`config.mk`:
```
export PLATFORM = sky130hd
export DESIGN_NAME = kli_ctrl
export DESIGN_NICKNAME = d
export VERILOG_FILES = /design/src/rtl/kli_pkg.sv /design/src/rtl/kli_ctrl.sv
export SDC_FILE = /design/constraint.sdc
export NUM_CORES = 1
export LEC_CHECK = 0
export BUFFER_PORTS_ARGS = -buffer_cell sky130_fd_sc_hd__clkbuf_2
export CAP_MARGIN = 20
export CORE_MARGIN = 10
export CORE_UTILIZATION = 45
export DETAILED_ROUTE_END_ITERATION = 10
export PLACE_DENSITY = 0.82
export SYNTH_ARGS = -nofsm -noshare
export SYNTH_HDL_FRONTEND = slang
export SYNTH_SLANG_ARGS = --single-unit
```
`constraint.sdc`:
```
create_clock -name clk -period 2.05 [get_ports clk]
set_input_delay 0.1025 -clock clk [delete_from_list [all_inputs] [get_ports clk]]
set_output_delay 0.1025 -clock clk [all_outputs]
set_load 0.02 [all_outputs]
```
`src/rtl/kli_pkg.sv`:
```
// ----------------------------------------------------------------------------
// kli_pkg
// Shared types and constants for the keyframe linear interpolator.
// ----------------------------------------------------------------------------
`default_nettype none

package kli_pkg;

    localparam int NUM_CH     = 5;
    localparam int EXTRA_FRAC = 16;
    localparam int ACTION_W   = 2;
    localparam int SLOT_W     = 7;
    localparam int STEPS_W    = 10;
    localparam int FRAMES_W   = 8;
    localparam int CFG_IDX_W  = 1;
    localparam int CFG_DATA_W = 10;
    localparam int CH_W       = 3;

    localparam logic [STEPS_W-1:0]  STEPS_RESET  = 10'd290;
    localparam logic [FRAMES_W-1:0] FRAMES_RESET = 8'd0;

    localparam logic [ACTION_W-1:0] ACT_TICK   = 2'd0;
    localparam logic [ACTION_W-1:0] ACT_TOGGLE = 2'd1;
    localparam logic [ACTION_W-1:0] ACT_WRITE  = 2'd2;

    localparam logic [CFG_IDX_W-1:0] REG_STEPS  = 1'd0;
    localparam logic [CFG_IDX_W-1:0] REG_FRAMES = 1'd1;

    localparam logic [CH_W-1:0] LAST_CH = 3'd4;

    typedef enum logic [2:0] {
        ST_IDLE,
        ST_DECODE,
        ST_RD_CUR,
        ST_RD_NXT,
        ST_LATCH_NXT,
        ST_DIV_START,
        ST_DIV_WAIT,
        ST_RESULT
    } state_t;

    typedef struct packed {
        logic            accept;
        logic            do_write;
        logic            do_start;
        logic            do_stop;
        logic            do_advance;
        logic            do_segment;
        logic            do_end;
        logic            rd_next;
        logic            latch_cur;
        logic            load_pos;
        logic            latch_nxt;
        logic            div_start;
        logic            store_inc;
        logic [CH_W-1:0] ch;
        logic            capture;
    } cmd_t;

    typedef struct packed {
        logic [ACTION_W-1:0] action;
        logic                play;
        logic                can_start;
        logic                step_done;
        logic                last_seg;
        logic                div_done;
    } status_t;

endpackage

`default_nettype wire

```
`src/rtl/kli_ctrl.sv`:
```
// ----------------------------------------------------------------------------
// kli_ctrl
// Sequencer: item decode, keyframe reads, increment divisions, result hand-off.
// ----------------------------------------------------------------------------
`default_nettype none

module kli_ctrl (
    input  wire logic             clk,
    input  wire logic             rst_n,
    input  wire logic             in_valid,
    output logic                  in_ready,
    output logic                  out_valid,
    input  wire logic             out_ready,
    input  wire kli_pkg::status_t status,
    output kli_pkg::cmd_t         cmd
);

    import kli_pkg::*;

    state_t          state_reg, state_next;
    logic            start_reg, start_next;
    logic [CH_W-1:0] ch_reg, ch_next;
    logic            out_valid_reg, out_valid_next;

    always_ff @(posedge clk or negedge rst_n)
    begin
        if (!rst_n)
        begin
            state_reg     <= ST_IDLE;
            start_reg     <= 1'b0;
            ch_reg        <= '0;
            out_valid_reg <= 1'b0;
        end
        else
        begin
            state_reg     <= state_next;
            start_reg     <= start_next;
            ch_reg        <= ch_next;
            out_valid_reg <= out_valid_next;
        end
    end

    always_comb
    begin
        state_next     = state_reg;
        start_next     = start_reg;
        ch_next        = ch_reg;
        out_valid_next = out_valid_reg;
        cmd            = '0;
        cmd.ch         = ch_reg;
        in_ready       = (state_reg == ST_IDLE);

        if (out_valid_reg && out_ready)
            out_valid_next = 1'b0;

        unique case (state_reg)
            ST_IDLE:
            begin
                if (in_valid)
                begin
                    cmd.accept = 1'b1;
                    state_next = ST_DECODE;
                end
            end
            ST_DECODE:
            begin
                state_next = ST_RESULT;
                start_next = 1'b0;
                unique case (status.action)
                    ACT_WRITE:
                        cmd.do_write = 1'b1;
                    ACT_TOGGLE:
                    begin
                        if (!status.play && status.can_start)
                        begin
                            cmd.do_start = 1'b1;
                            start_next   = 1'b1;
                            state_next   = ST_RD_CUR;
                        end
                        else
                            cmd.do_stop = 1'b1;
                    end
                    ACT_TICK:
                    begin
                        if (status.play)
                        begin
                            if (!status.step_done)
                                cmd.do_advance = 1'b1;
                            else if (status.last_seg)
                                cmd.do_end = 1'b1;
                            else
                            begin
                                cmd.do_segment = 1'b1;
                                state_next     = ST_RD_CUR;
                            end
                        end
                    end
                    default: ;
                endcase
            end
            ST_RD_CUR:
                state_next = ST_RD_NXT;
            ST_RD_NXT:
            begin
                cmd.rd_next   = 1'b1;
                cmd.latch_cur = 1'b1;
                cmd.load_pos  = start_reg;
                state_next    = ST_LATCH_NXT;
            end
            ST_LATCH_NXT:
            begin
                cmd.latch_nxt = 1'b1;
                ch_next       = '0;
                state_next    = ST_DIV_START;
            end
            ST_DIV_START:
            begin
                cmd.div_start = 1'b1;
                state_next    = ST_DIV_WAIT;
            end
            ST_DIV_WAIT:
            begin
                if (status.div_done)
                begin
                    cmd.store_inc = 1'b1;
                    if (ch_reg == LAST_CH)
                        state_next = ST_RESULT;
                    else
                    begin
                        ch_next    = ch_reg + CH_W'(1);
                        state_next = ST_DIV_START;
                    end
                end
            end
            ST_RESULT:
            begin
                if (!out_valid_reg || out_ready)
                begin
                    cmd.capture    = 1'b1;
                    out_valid_next = 1'b1;
                    state_next     = ST_IDLE;
                end
            end
            default:
                state_next = ST_IDLE;
        endcase
    end

    assign out_valid = out_valid_reg;

    a_div_start_waits: assert property (@(posedge clk) disable iff (!rst_n)
        cmd.div_start |=> (state_reg == ST_DIV_WAIT))
        else $error("divider start not followed by wait");

    a_store_on_done: assert property (@(posedge clk) disable iff (!rst_n)
        cmd.store_inc |-> status.div_done)
        else $error("increment stored without divider result");

    a_valid_from_result: assert property (@(posedge clk) disable iff (!rst_n)
        $rose(out_valid_reg) |-> ($past(state_reg) == ST_RESULT))
        else $error("result valid raised outside result state");

    a_ch_range: assert property (@(posedge clk) disable iff (!rst_n)
        (ch_reg <= LAST_CH))
        else $error("channel index out of range");

endmodule

`default_nettype wire

```
==> results_dict.tcl, run 1 <==
set metrics [dict create \
    synthSimpleGateAreaFrac_pct 37.17 \
    synthCells 72 \
    clock-sinks 8 \
    cp.arrival_ns 1.65 \
    fin_crit_ns 1.748 \
    worstHoldPathCells 3 \
    n_antenna_cell 0 \
    syn_area_sq_um 619.3 \
    synthAdderAreaFrac_pct 4.040 \
    p_total_uw 968.7 \
    relSlewSlack_pct 76.39 \
    r2r_slack_ns 0.59 \
    tightest_slew_ns 0.3542 \
    synth_common_cells "dfrtp_1 (8), nand2_1 (8), nor2_1 (6), nor3b_1 (4)" \
    yosysWarnings 0 \
    whs_endpoint "out_valid" \
    hold_viol 0 \
    vdd_drop_max_mv 0.7371 \
    worstPathRequired_ns 1.95 \
    synth-compound-area-share_pct 13.94 \
    grt_pass1_vias 632 \
    max_cap_violations 0 \
    grt_max_degree 13 \
    dp_cells 112 \
    antenna_found_initial 0 \
    gp_congestion 0.8060 \
    min_path_type "in -> reg" \
    async_reset_ff_share_pct 100.0 \
    drive_gt1_share_pct 39.60 \
    fp.dieH_um 57.10 \
    die_x_um 57.10 \
    hpwl_mm 1.331 \
    whs_ns 0.1543 \
    period_share_pct 85.24 \
    clk_latency_ns 0.26 \
    grt_use_total_pct 10.12 \
    p_leak_nw 0.4001 \
    root_buffer "clkbuf_4" \
    startpoint_type "flop" \
    final_core_util_pct 60.10 \
    ios 30 \
    hold_start "out_ready" \
    area_delta_synth_final_pct 26.26 \
    synth-main-ff-cell "dfrtp_1" \
    cts_buffers 3 \
    synth_nets 85 \
    ys_ff_latch 8 \
    synth_top_family_by_area "simple AND/OR/NAND/NOR gates" \
    fmax_mhz 572.2 \
    worstReg2RegEnd "ch_reg[0]" \
    cp-end-kind "output pin" \
    antenna_left 0 \
    yosysSeqAreaShare_pct 32.32 \
    drv_slew 0 \
    clk_pin_slew_ns 0.05 \
    synth_xor_area_share_pct 0 \
    tns_ns 0 \
    clock_skew_ns 0.004182 \
    ff2ff_path_depth 5 \
    status "complete, no violations" \
    post_drt_wl_per_cell_um 13.34 \
    ctsResizeCount 0 \
    ys_top_cells_by_area "dfrtp_1 (32%), nand2_1 (4.8%), nor3b_1 (4.8%)" \
    wl_met1_um 592 \
    synthMuxAreaShare_pct 5.253 \
    tritoncts "yes" \
    rows 13 \
    cp_max_fo 11 \
    wl_met3_um 74 \
    port_buffers 29 \
    grt-ovfl-total 0 \
    dr.pass1.iters 4 \
    synth_top_area_share_pct 32.32 \
    nNetsFinal 116 \
    floorplan.initialDensity_pct 47.60 \
    dieArea_sq_um 3260 \
    htree_levels 1 \
    num_vias 608 \
    topRoutingLayerUsed "met4" \
    worstReg2RegStart "ch_reg[0]" \
    drt_wl_total_mm 1.547 \
    grt_pass1_wl_mm 2.718 \
    synth.distinct_cells 33 \
    syn_area_per_cell_sq_um 8.602 \
    finalNonFillerCells 116 \
    route.met2.wl_um 872 \
    crit_type "reg -> out" \
    core_sq_um 1301 \
    avgViaCountPerCell 5.241 \
    synth_edf_count 0 \
    clock_path_buffers 2 \
    yosysTopAreaCell "dfrtp_1" \
    powerDensity_nw_per_um2 1239 \
    initialDrtViolationCount 8 \
    rsz0062_at_grt "false" \
    setup_violations 0 \
    drc 0 \
]
## metrics by stage
stage / cell area (sq um) / setup slack [ns]
final: 782.0 / 0.3025
after CTS: 782.0 / 0.3028
after global placement: 749.5 / 0.5949
after detailed placement: 749.5 / 0.5880
after floorplan: 619.3 / 0.4733
after global routing: 782.0 / 0.1687
## metal layers
layer	track usage (%)	up-vias
met4	3.020	0
li1	-	311
met2	19.69	13
met1	9.068	282
met5	0	-
met3	4.425	2
## critical path, cell delays in order, from the launching register on
cell      delay, ns
dfrtp_1        0.53
nor3b_1        0.31
nand2_1        0.13
nor3b_1        0.20
clkbuf_2       0.20
## area by class of cell
| class | count | area [sq um] |
|---|---|---|
| clock buffers | 3 | 22.52 |
| multi-input cells | 57 | 374.1 |
| inverters | 3 | 11.26 |
| flip-flops and latches | 8 | 200.2 |
| fillers | 140 | 519.2 |
| repair buffers | 30 | 155.1 |
| well taps | 15 | 18.77 |
## layout by cell type, fill, tap and decap left out
cell type and n:
clkbuf_2 29, nand2_1 8, dfrtp_1 8, nor2_1 6, nor3b_1 4, inv_1 3
and2_1 3, nor2b_1 3, a21oi_1 3, o21ai_0 3, clkbuf_4 3, nand2b_1 2
and3_1 2, nand3b_1 2, mux2_2 2, ha_1 2, and3_2 1, and2b_2 1
or3b_4 1, nor3_2 1, nand3_1 1, mux2i_1 1, nor3_1 1, o22ai_1 1
or3_1 1, or2b_1 1, a21oi_2 1, a32o_1 1, a21boi_0 1, a21o_2 1
nand4b_1 1, a31oi_1 1, a22o_1 1, dlygate4sd3_1 1
## cells by family (layout without fill, tap and decap cells)
group           after synthesis  count (layout)
flops                         8               8
simple gates                 39              39
compound gates               13              13
fa+ha+maj                     2               2
buf+inv                       7              36
mux                           3               3
## power breakdown
| group | switching, mW | internal, mW | leakage, nW | total [mW] |
|---|---|---|---|---|
| Clock | 0.0522 | 0.0669 | 0.0138 | 0.119 |
| Sequential | 0.116 | 0.225 | 0.101 | 0.341 |
| Combinational | 0.282 | 0.226 | 0.285 | 0.508 |
| Total | 0.450 | 0.518 | 0.400 | 0.969 |
## worst max-delay path by stage
stage | slack (ns) | to | cells after the start | start
3_3_place_gp | 0.59 | cmd[11] | 4 | state_reg[2]
6_report | 0.30 | cmd[11] | 4 | state_reg[0]
5_1_grt | 0.17 | cmd[11] | 4 | state_reg[0]
2_1_floorplan | 0.47 | cmd[15] | 3 | state_reg[2]
4_1_cts | 0.30 | cmd[11] | 4 | state_reg[0]
3_5_place_dp | 0.59 | cmd[11] | 4 | state_reg[0]
## what timing repair did
item                                   in CTS  in global routing
setup buffers                               0                  0
endpoints found under the hold margin       8                  0
hold buffers                                1                  0
No activity file was read; power rests on OpenSTA's default activity.
==> inputs of run 2 (changes only) <==
--- a/config.mk
+++ b/config.mk
@@ -10,7 +10,7 @@
 export CORE_MARGIN = 10
 export CORE_UTILIZATION = 45
 export DETAILED_ROUTE_END_ITERATION = 10
-export PLACE_DENSITY = 0.82
+export PLACE_DENSITY_LB_ADDON = 0.05
 export SYNTH_ARGS = -nofsm -noshare
 export SYNTH_HDL_FRONTEND = slang
 export SYNTH_SLANG_ARGS = --single-unit
==> results_dict.tcl, run 2 (synthesized netlist as in run 1, its figures left out) <==
set metrics [dict create \
    status "complete, no violations" \
    path_cells "nor3b_1 -> nand2_1 -> nor3b_1 -> clkbuf_2" \
    die_x_um 57.10 \
    clk_pin_slew_ns 0.06 \
    rsz0062_at_grt "false" \
    port_buffers 29 \
    root_buffer "clkbuf_4" \
    min_path_type "in -> reg" \
    post_drt_wl_per_cell_um 13.05 \
    worstHoldPathCells 3 \
    grt_use_total_pct 9.232 \
    p_leak_nw 0.4001 \
    tightest_slew_ns 0.3498 \
    clock-sinks 8 \
    startpoint "state_reg[0]" \
    worstPathRequired_ns 1.95 \
    crit_type "reg -> out" \
    final_common_cell "clkbuf_2" \
    vdd_drop_max_mv 0.7678 \
    initialDrtViolationCount 3 \
    clock_path_buffers 2 \
    floorplan.initialDensity_pct 47.60 \
    relSlewSlack_pct 76.68 \
    grt_pass1_wl_mm 2.470 \
    avgViaCountPerCell 5.060 \
    fin_crit_ns 1.750 \
    antenna_found_initial 0 \
    clk_latency_ns 0.26 \
    hpwl_mm 1.269 \
    crit_family "simple AND/OR/NAND/NOR gates" \
    nNetsFinal 116 \
    drv_slew 0 \
    max_cap_violations 0 \
    startpoint_type "flop" \
    grt-ovfl-total 0 \
    cpMostUsedCell "nor3b_1" \
    drc 0 \
    worstReg2RegStart "ch_reg[0]" \
    grt_pass1_vias 565 \
    core_sq_um 1301 \
    final_cell_mix "clkbuf_2 (29), nand2_1 (8), dfrtp_1 (8)" \
    dieArea_sq_um 3260 \
    setup_violations 0 \
    crit_slowest_cell "dfrtp_1" \
    htree_levels 1 \
    cts_buffers 3 \
    n_antenna_cell 0 \
    hold_viol 0 \
    dr.pass1.iters 4 \
    area_delta_synth_final_pct 26.26 \
    ios 30 \
    cp_max_fo 11 \
    ff2ff_path_depth 5 \
    antenna_left 0 \
    cp-end-kind "output pin" \
    rows 13 \
    drt_wl_total_mm 1.514 \
    cpPeakStageDelay_ns 0.52 \
    drive_gt1_share_pct 39.60 \
    hold_start "out_ready" \
    cp-endpoint "cmd[11]" \
    grt_max_degree 13 \
    powerDensity_nw_per_um2 1235 \
    path_buf_inv 1 \
    fin_ws_ns 0.3000 \
    period_share_pct 85.37 \
    worst-path-stages 4 \
    postCtsSetupBuffers 0 \
    gp_congestion 0.7331 \
    clock_skew_ns 0.006359 \
    fmax_mhz 571.4 \
    cp.arrival_ns 1.65 \
    dp_slack_ns 0.5454 \
    num_vias 587 \
    r2r_slack_ns 0.55 \
    tns_ns 0 \
    tritoncts "yes" \
    fp.dieH_um 57.10 \
    worstReg2RegEnd "ch_reg[0]" \
]
[run 2: cell counts in the layout (fill, tap and decap cells not counted)]
No cell type changed its count.
[run 2: worst register-to-register path, stage by stage (launching register included)]
cell and delay [ns]:
dfrtp_1 0.40, inv_1 0.06, ha_1 0.19, a21boi_0 0.28, o21ai_0 0.16, mux2_2 0.29
[run 2: stage by stage]
stage	cell area (sq um)	util, %	hold WS (ns)	instances	total power, mW
2_1_floorplan	619.3	-	-0.1931	72	0.7383
3_3_place_gp	749.5	57.60	-0.03750	112	0.8470
3_5_place_dp	749.5	57.60	-0.03663	112	0.8542
4_1_cts	782.0	60.10	0.1466	116	0.9824
5_1_grt	782.0	60.10	0.1850	116	1.049
6_report	782.0	60.10	0.1527	116	0.9657
[run 2: worst min path at each step]
stage / slack [ns] / to
global placement: -0.04 / start_reg
detailed placement: -0.04 / start_reg
global route: 0.18 / state_reg[2]
floorplan: -0.19 / ch_reg[0]
CTS: 0.15 / out_valid
finish: 0.15 / out_valid
[run 2: layout make-up]
class	instances	area, sq um
clock buffer	3	22.52
fill	139	519.2
inverter	3	11.26
multi-input combinational	57	374.1
sequential	8	200.2
tap	15	18.77
timing repair buffer	30	155.1
[run 2: repair_timing]
| action | 4_1_cts | 5_1_grt |
|---|---|---|
| endpoints found under the setup margin | 0 | 0 |
| hold buffers | 1 | 0 |
| gates resized for setup | 0 | 0 |
| endpoints found under the hold margin | 8 | 0 |
[run 2: layer usage]
metal	vias up	global-route usage [%]	share of wire, %
met3	2	6.637	9.6
li1	310	-	-
met5	-	0	0
met2	18	14.57	46
met4	0	1.007	0.40
met1	257	10.19	44
[run 2: power breakdown]
| group | total, mW | switching, mW | internal (mW) |
|---|---|---|---|
| clock network | 0.122 | 0.0545 | 0.0671 |
| logic | 0.505 | 0.280 | 0.225 |
| registers | 0.339 | 0.114 | 0.225 |
==> inputs of run 3 (changes only) <==
--- a/config.mk
+++ b/config.mk
@@ -8,7 +8,7 @@
 export BUFFER_PORTS_ARGS = -buffer_cell sky130_fd_sc_hd__clkbuf_2
 export CAP_MARGIN = 20
 export CORE_MARGIN = 10
-export CORE_UTILIZATION = 45
+export CORE_UTILIZATION = 44
 export DETAILED_ROUTE_END_ITERATION = 10
 export PLACE_DENSITY_LB_ADDON = 0.05
 export SYNTH_ARGS = -nofsm -noshare
==> constraint.sdc (replaced) <==
create_clock -name clk -period 1.75 [get_ports clk]
set_input_delay 0.0875 -clock clk [delete_from_list [all_inputs] [get_ports clk]]
set_output_delay 0.0875 -clock clk [all_outputs]
set_load 0.02 [all_outputs]
==> results_dict.tcl, run 3 (synthesized netlist as in run 1, its figures left out) <==
set metrics [dict create \
    core_sq_um 1318 \
    hpwl_mm 1.258 \
    worstReg2RegEnd "ch_reg[0]" \
    fmax_mhz 603.4 \
    startpoint "state_reg[2]" \
    whs_ns 0.1340 \
    tns_ns 0 \
    clk_latency_ns 0.25 \
    antenna_left 0 \
    dr.pass1.iters 4 \
    drv_slew 0 \
    die_x_um 57.52 \
    cpPeakStageDelay_ns 0.49 \
    cp-end-kind "output pin" \
    relSlewSlack_pct 79.20 \
    grt_max_degree 13 \
    vdd_drop_max_mv 0.6941 \
    tritoncts "yes" \
    root_buffer "clkbuf_4" \
    area_delta_synth_final_pct 27.68 \
    grt-ovfl-total 0 \
    crit_type "reg -> out" \
    drc 0 \
    avgViaCountPerCell 5.121 \
    cts_buffers 3 \
    port_buffers 29 \
    fin_crit_ns 1.657 \
    dieArea_sq_um 3308 \
    clock_skew_ns 0.001076 \
    htree_levels 1 \
    cp.arrival_ns 1.57 \
    nNetsFinal 116 \
    gp_congestion 0.7528 \
    cp-endpoint "cmd[15]" \
    grt_use_total_pct 9.423 \
    powerDensity_nw_per_um2 1464 \
    ff2ff_path_depth 5 \
    grt_pass1_vias 614 \
    initialDrtViolationCount 15 \
    startpoint_type "flop" \
    drt_wl_total_mm 1.579 \
    final_common_cell "clkbuf_2" \
    clk_pin_slew_ns 0.06 \
    min_path_type "in -> reg" \
    period_share_pct 94.70 \
    post_drt_wl_per_cell_um 13.61 \
    drive_gt1_share_pct 43.56 \
    worstReg2RegStart "ch_reg[0]" \
    floorplan.initialDensity_pct 47.01 \
    worstPathRequired_ns 1.66 \
    r2r_slack_ns 0.26 \
    tightest_slew_ns 0.3092 \
    fp.dieH_um 57.52 \
    final_cell_mix "clkbuf_2 (29), nand2_1 (8), nor2_1 (6)" \
    path_cells "or3b_4 -> nor3b_1 -> clkbuf_2" \
    status "complete, no violations" \
    cp_max_fo 12 \
    n_antenna_cell 0 \
    num-fill-cells 132 \
    final_area_sq_um 790.8 \
    grt_pass1_wl_mm 2.608 \
    rsz0062_at_grt "false" \
    clock_path_buffers 2 \
    rows 13 \
    ios 30 \
    place_area_sq_um 749.5 \
    hold_viol 0 \
    p_leak_nw 0.3988 \
    crit_slowest_cell "dfrtp_2" \
    setup_violations 0 \
    clock-sinks 8 \
    num_vias 594 \
    antenna_found_initial 0 \
    max_cap_violations 0 \
]
## run 3: cell counts in the layout (fill, tap and decap cells not counted)
No cell type changed its count.
## run 3: through the flow
step,power [mW],worst slack [ns],utilization (%),instances
global placement,0.9911,0.2979,56.89,112
finish,1.158,0.09274,60.02,116
CTS,1.155,0.02789,59.35,116
detailed placement,1.004,0.2743,56.89,112
floorplan,0.8649,0.1883,-,72
global route,1.263,0.03279,60.02,116
## run 3: worst min path at each step
stage,start,endpoint,slack [ns],cells after the start
global placement,rst_n,state_reg[2],-0.05,1
CTS,out_ready,out_valid,0.14,3
floorplan,rst_n,ch_reg[0],-0.21,0
global route,out_ready,out_valid,0.16,3
finish,out_ready,out_valid,0.13,3
detailed placement,rst_n,start_reg,-0.04,1
## run 3: repair_timing
| item | CTS | global route |
|---|---|---|
| gates resized for setup | 0 | 4 |
| endpoints found under the setup margin | 0 | 2 |
| buffers inserted | 0 | 0 |
| endpoints found under the hold margin | 8 | 0 |
| hold buffers | 1 | 0 |
## run 3: per-layer routing
| layer | up-vias | wire length, um | track usage (%) |
|---|---|---|---|
| met3 | 2 | 134 | 4.646 |
| met1 | 259 | 732 | 11.17 |
| li1 | 310 | - | - |
| met5 | - | 0 | 0 |
| met4 | 0 | 11 | 3.020 |
| met2 | 23 | 701 | 14.42 |
## run 3: worst max-delay path: cells and delay by family, from the launching register on
kind	cells	cell delay [ns]
buffers and inverters	1	0.20
flip-flops	1	0.49
AND/OR/NAND/NOR	2	0.64
## run 3: final cells by class
cell class,instances,area [sq um],area share (%)
multi-input cells,57,379.1,47.94
flip-flops and latches,8,203.9,25.79
repair buffers,30,155.1,19.62
clock buffers,3,22.52,2.848
well taps,15,18.77,2.373
inverters,3,11.26,1.424
## run 3: power breakdown
group,internal [mW],total [mW],switching (mW)
clock network,0.0790,0.148,0.0693
registers,0.271,0.408,0.136
logic,0.269,0.602,0.333
total,0.619,1.16,0.539
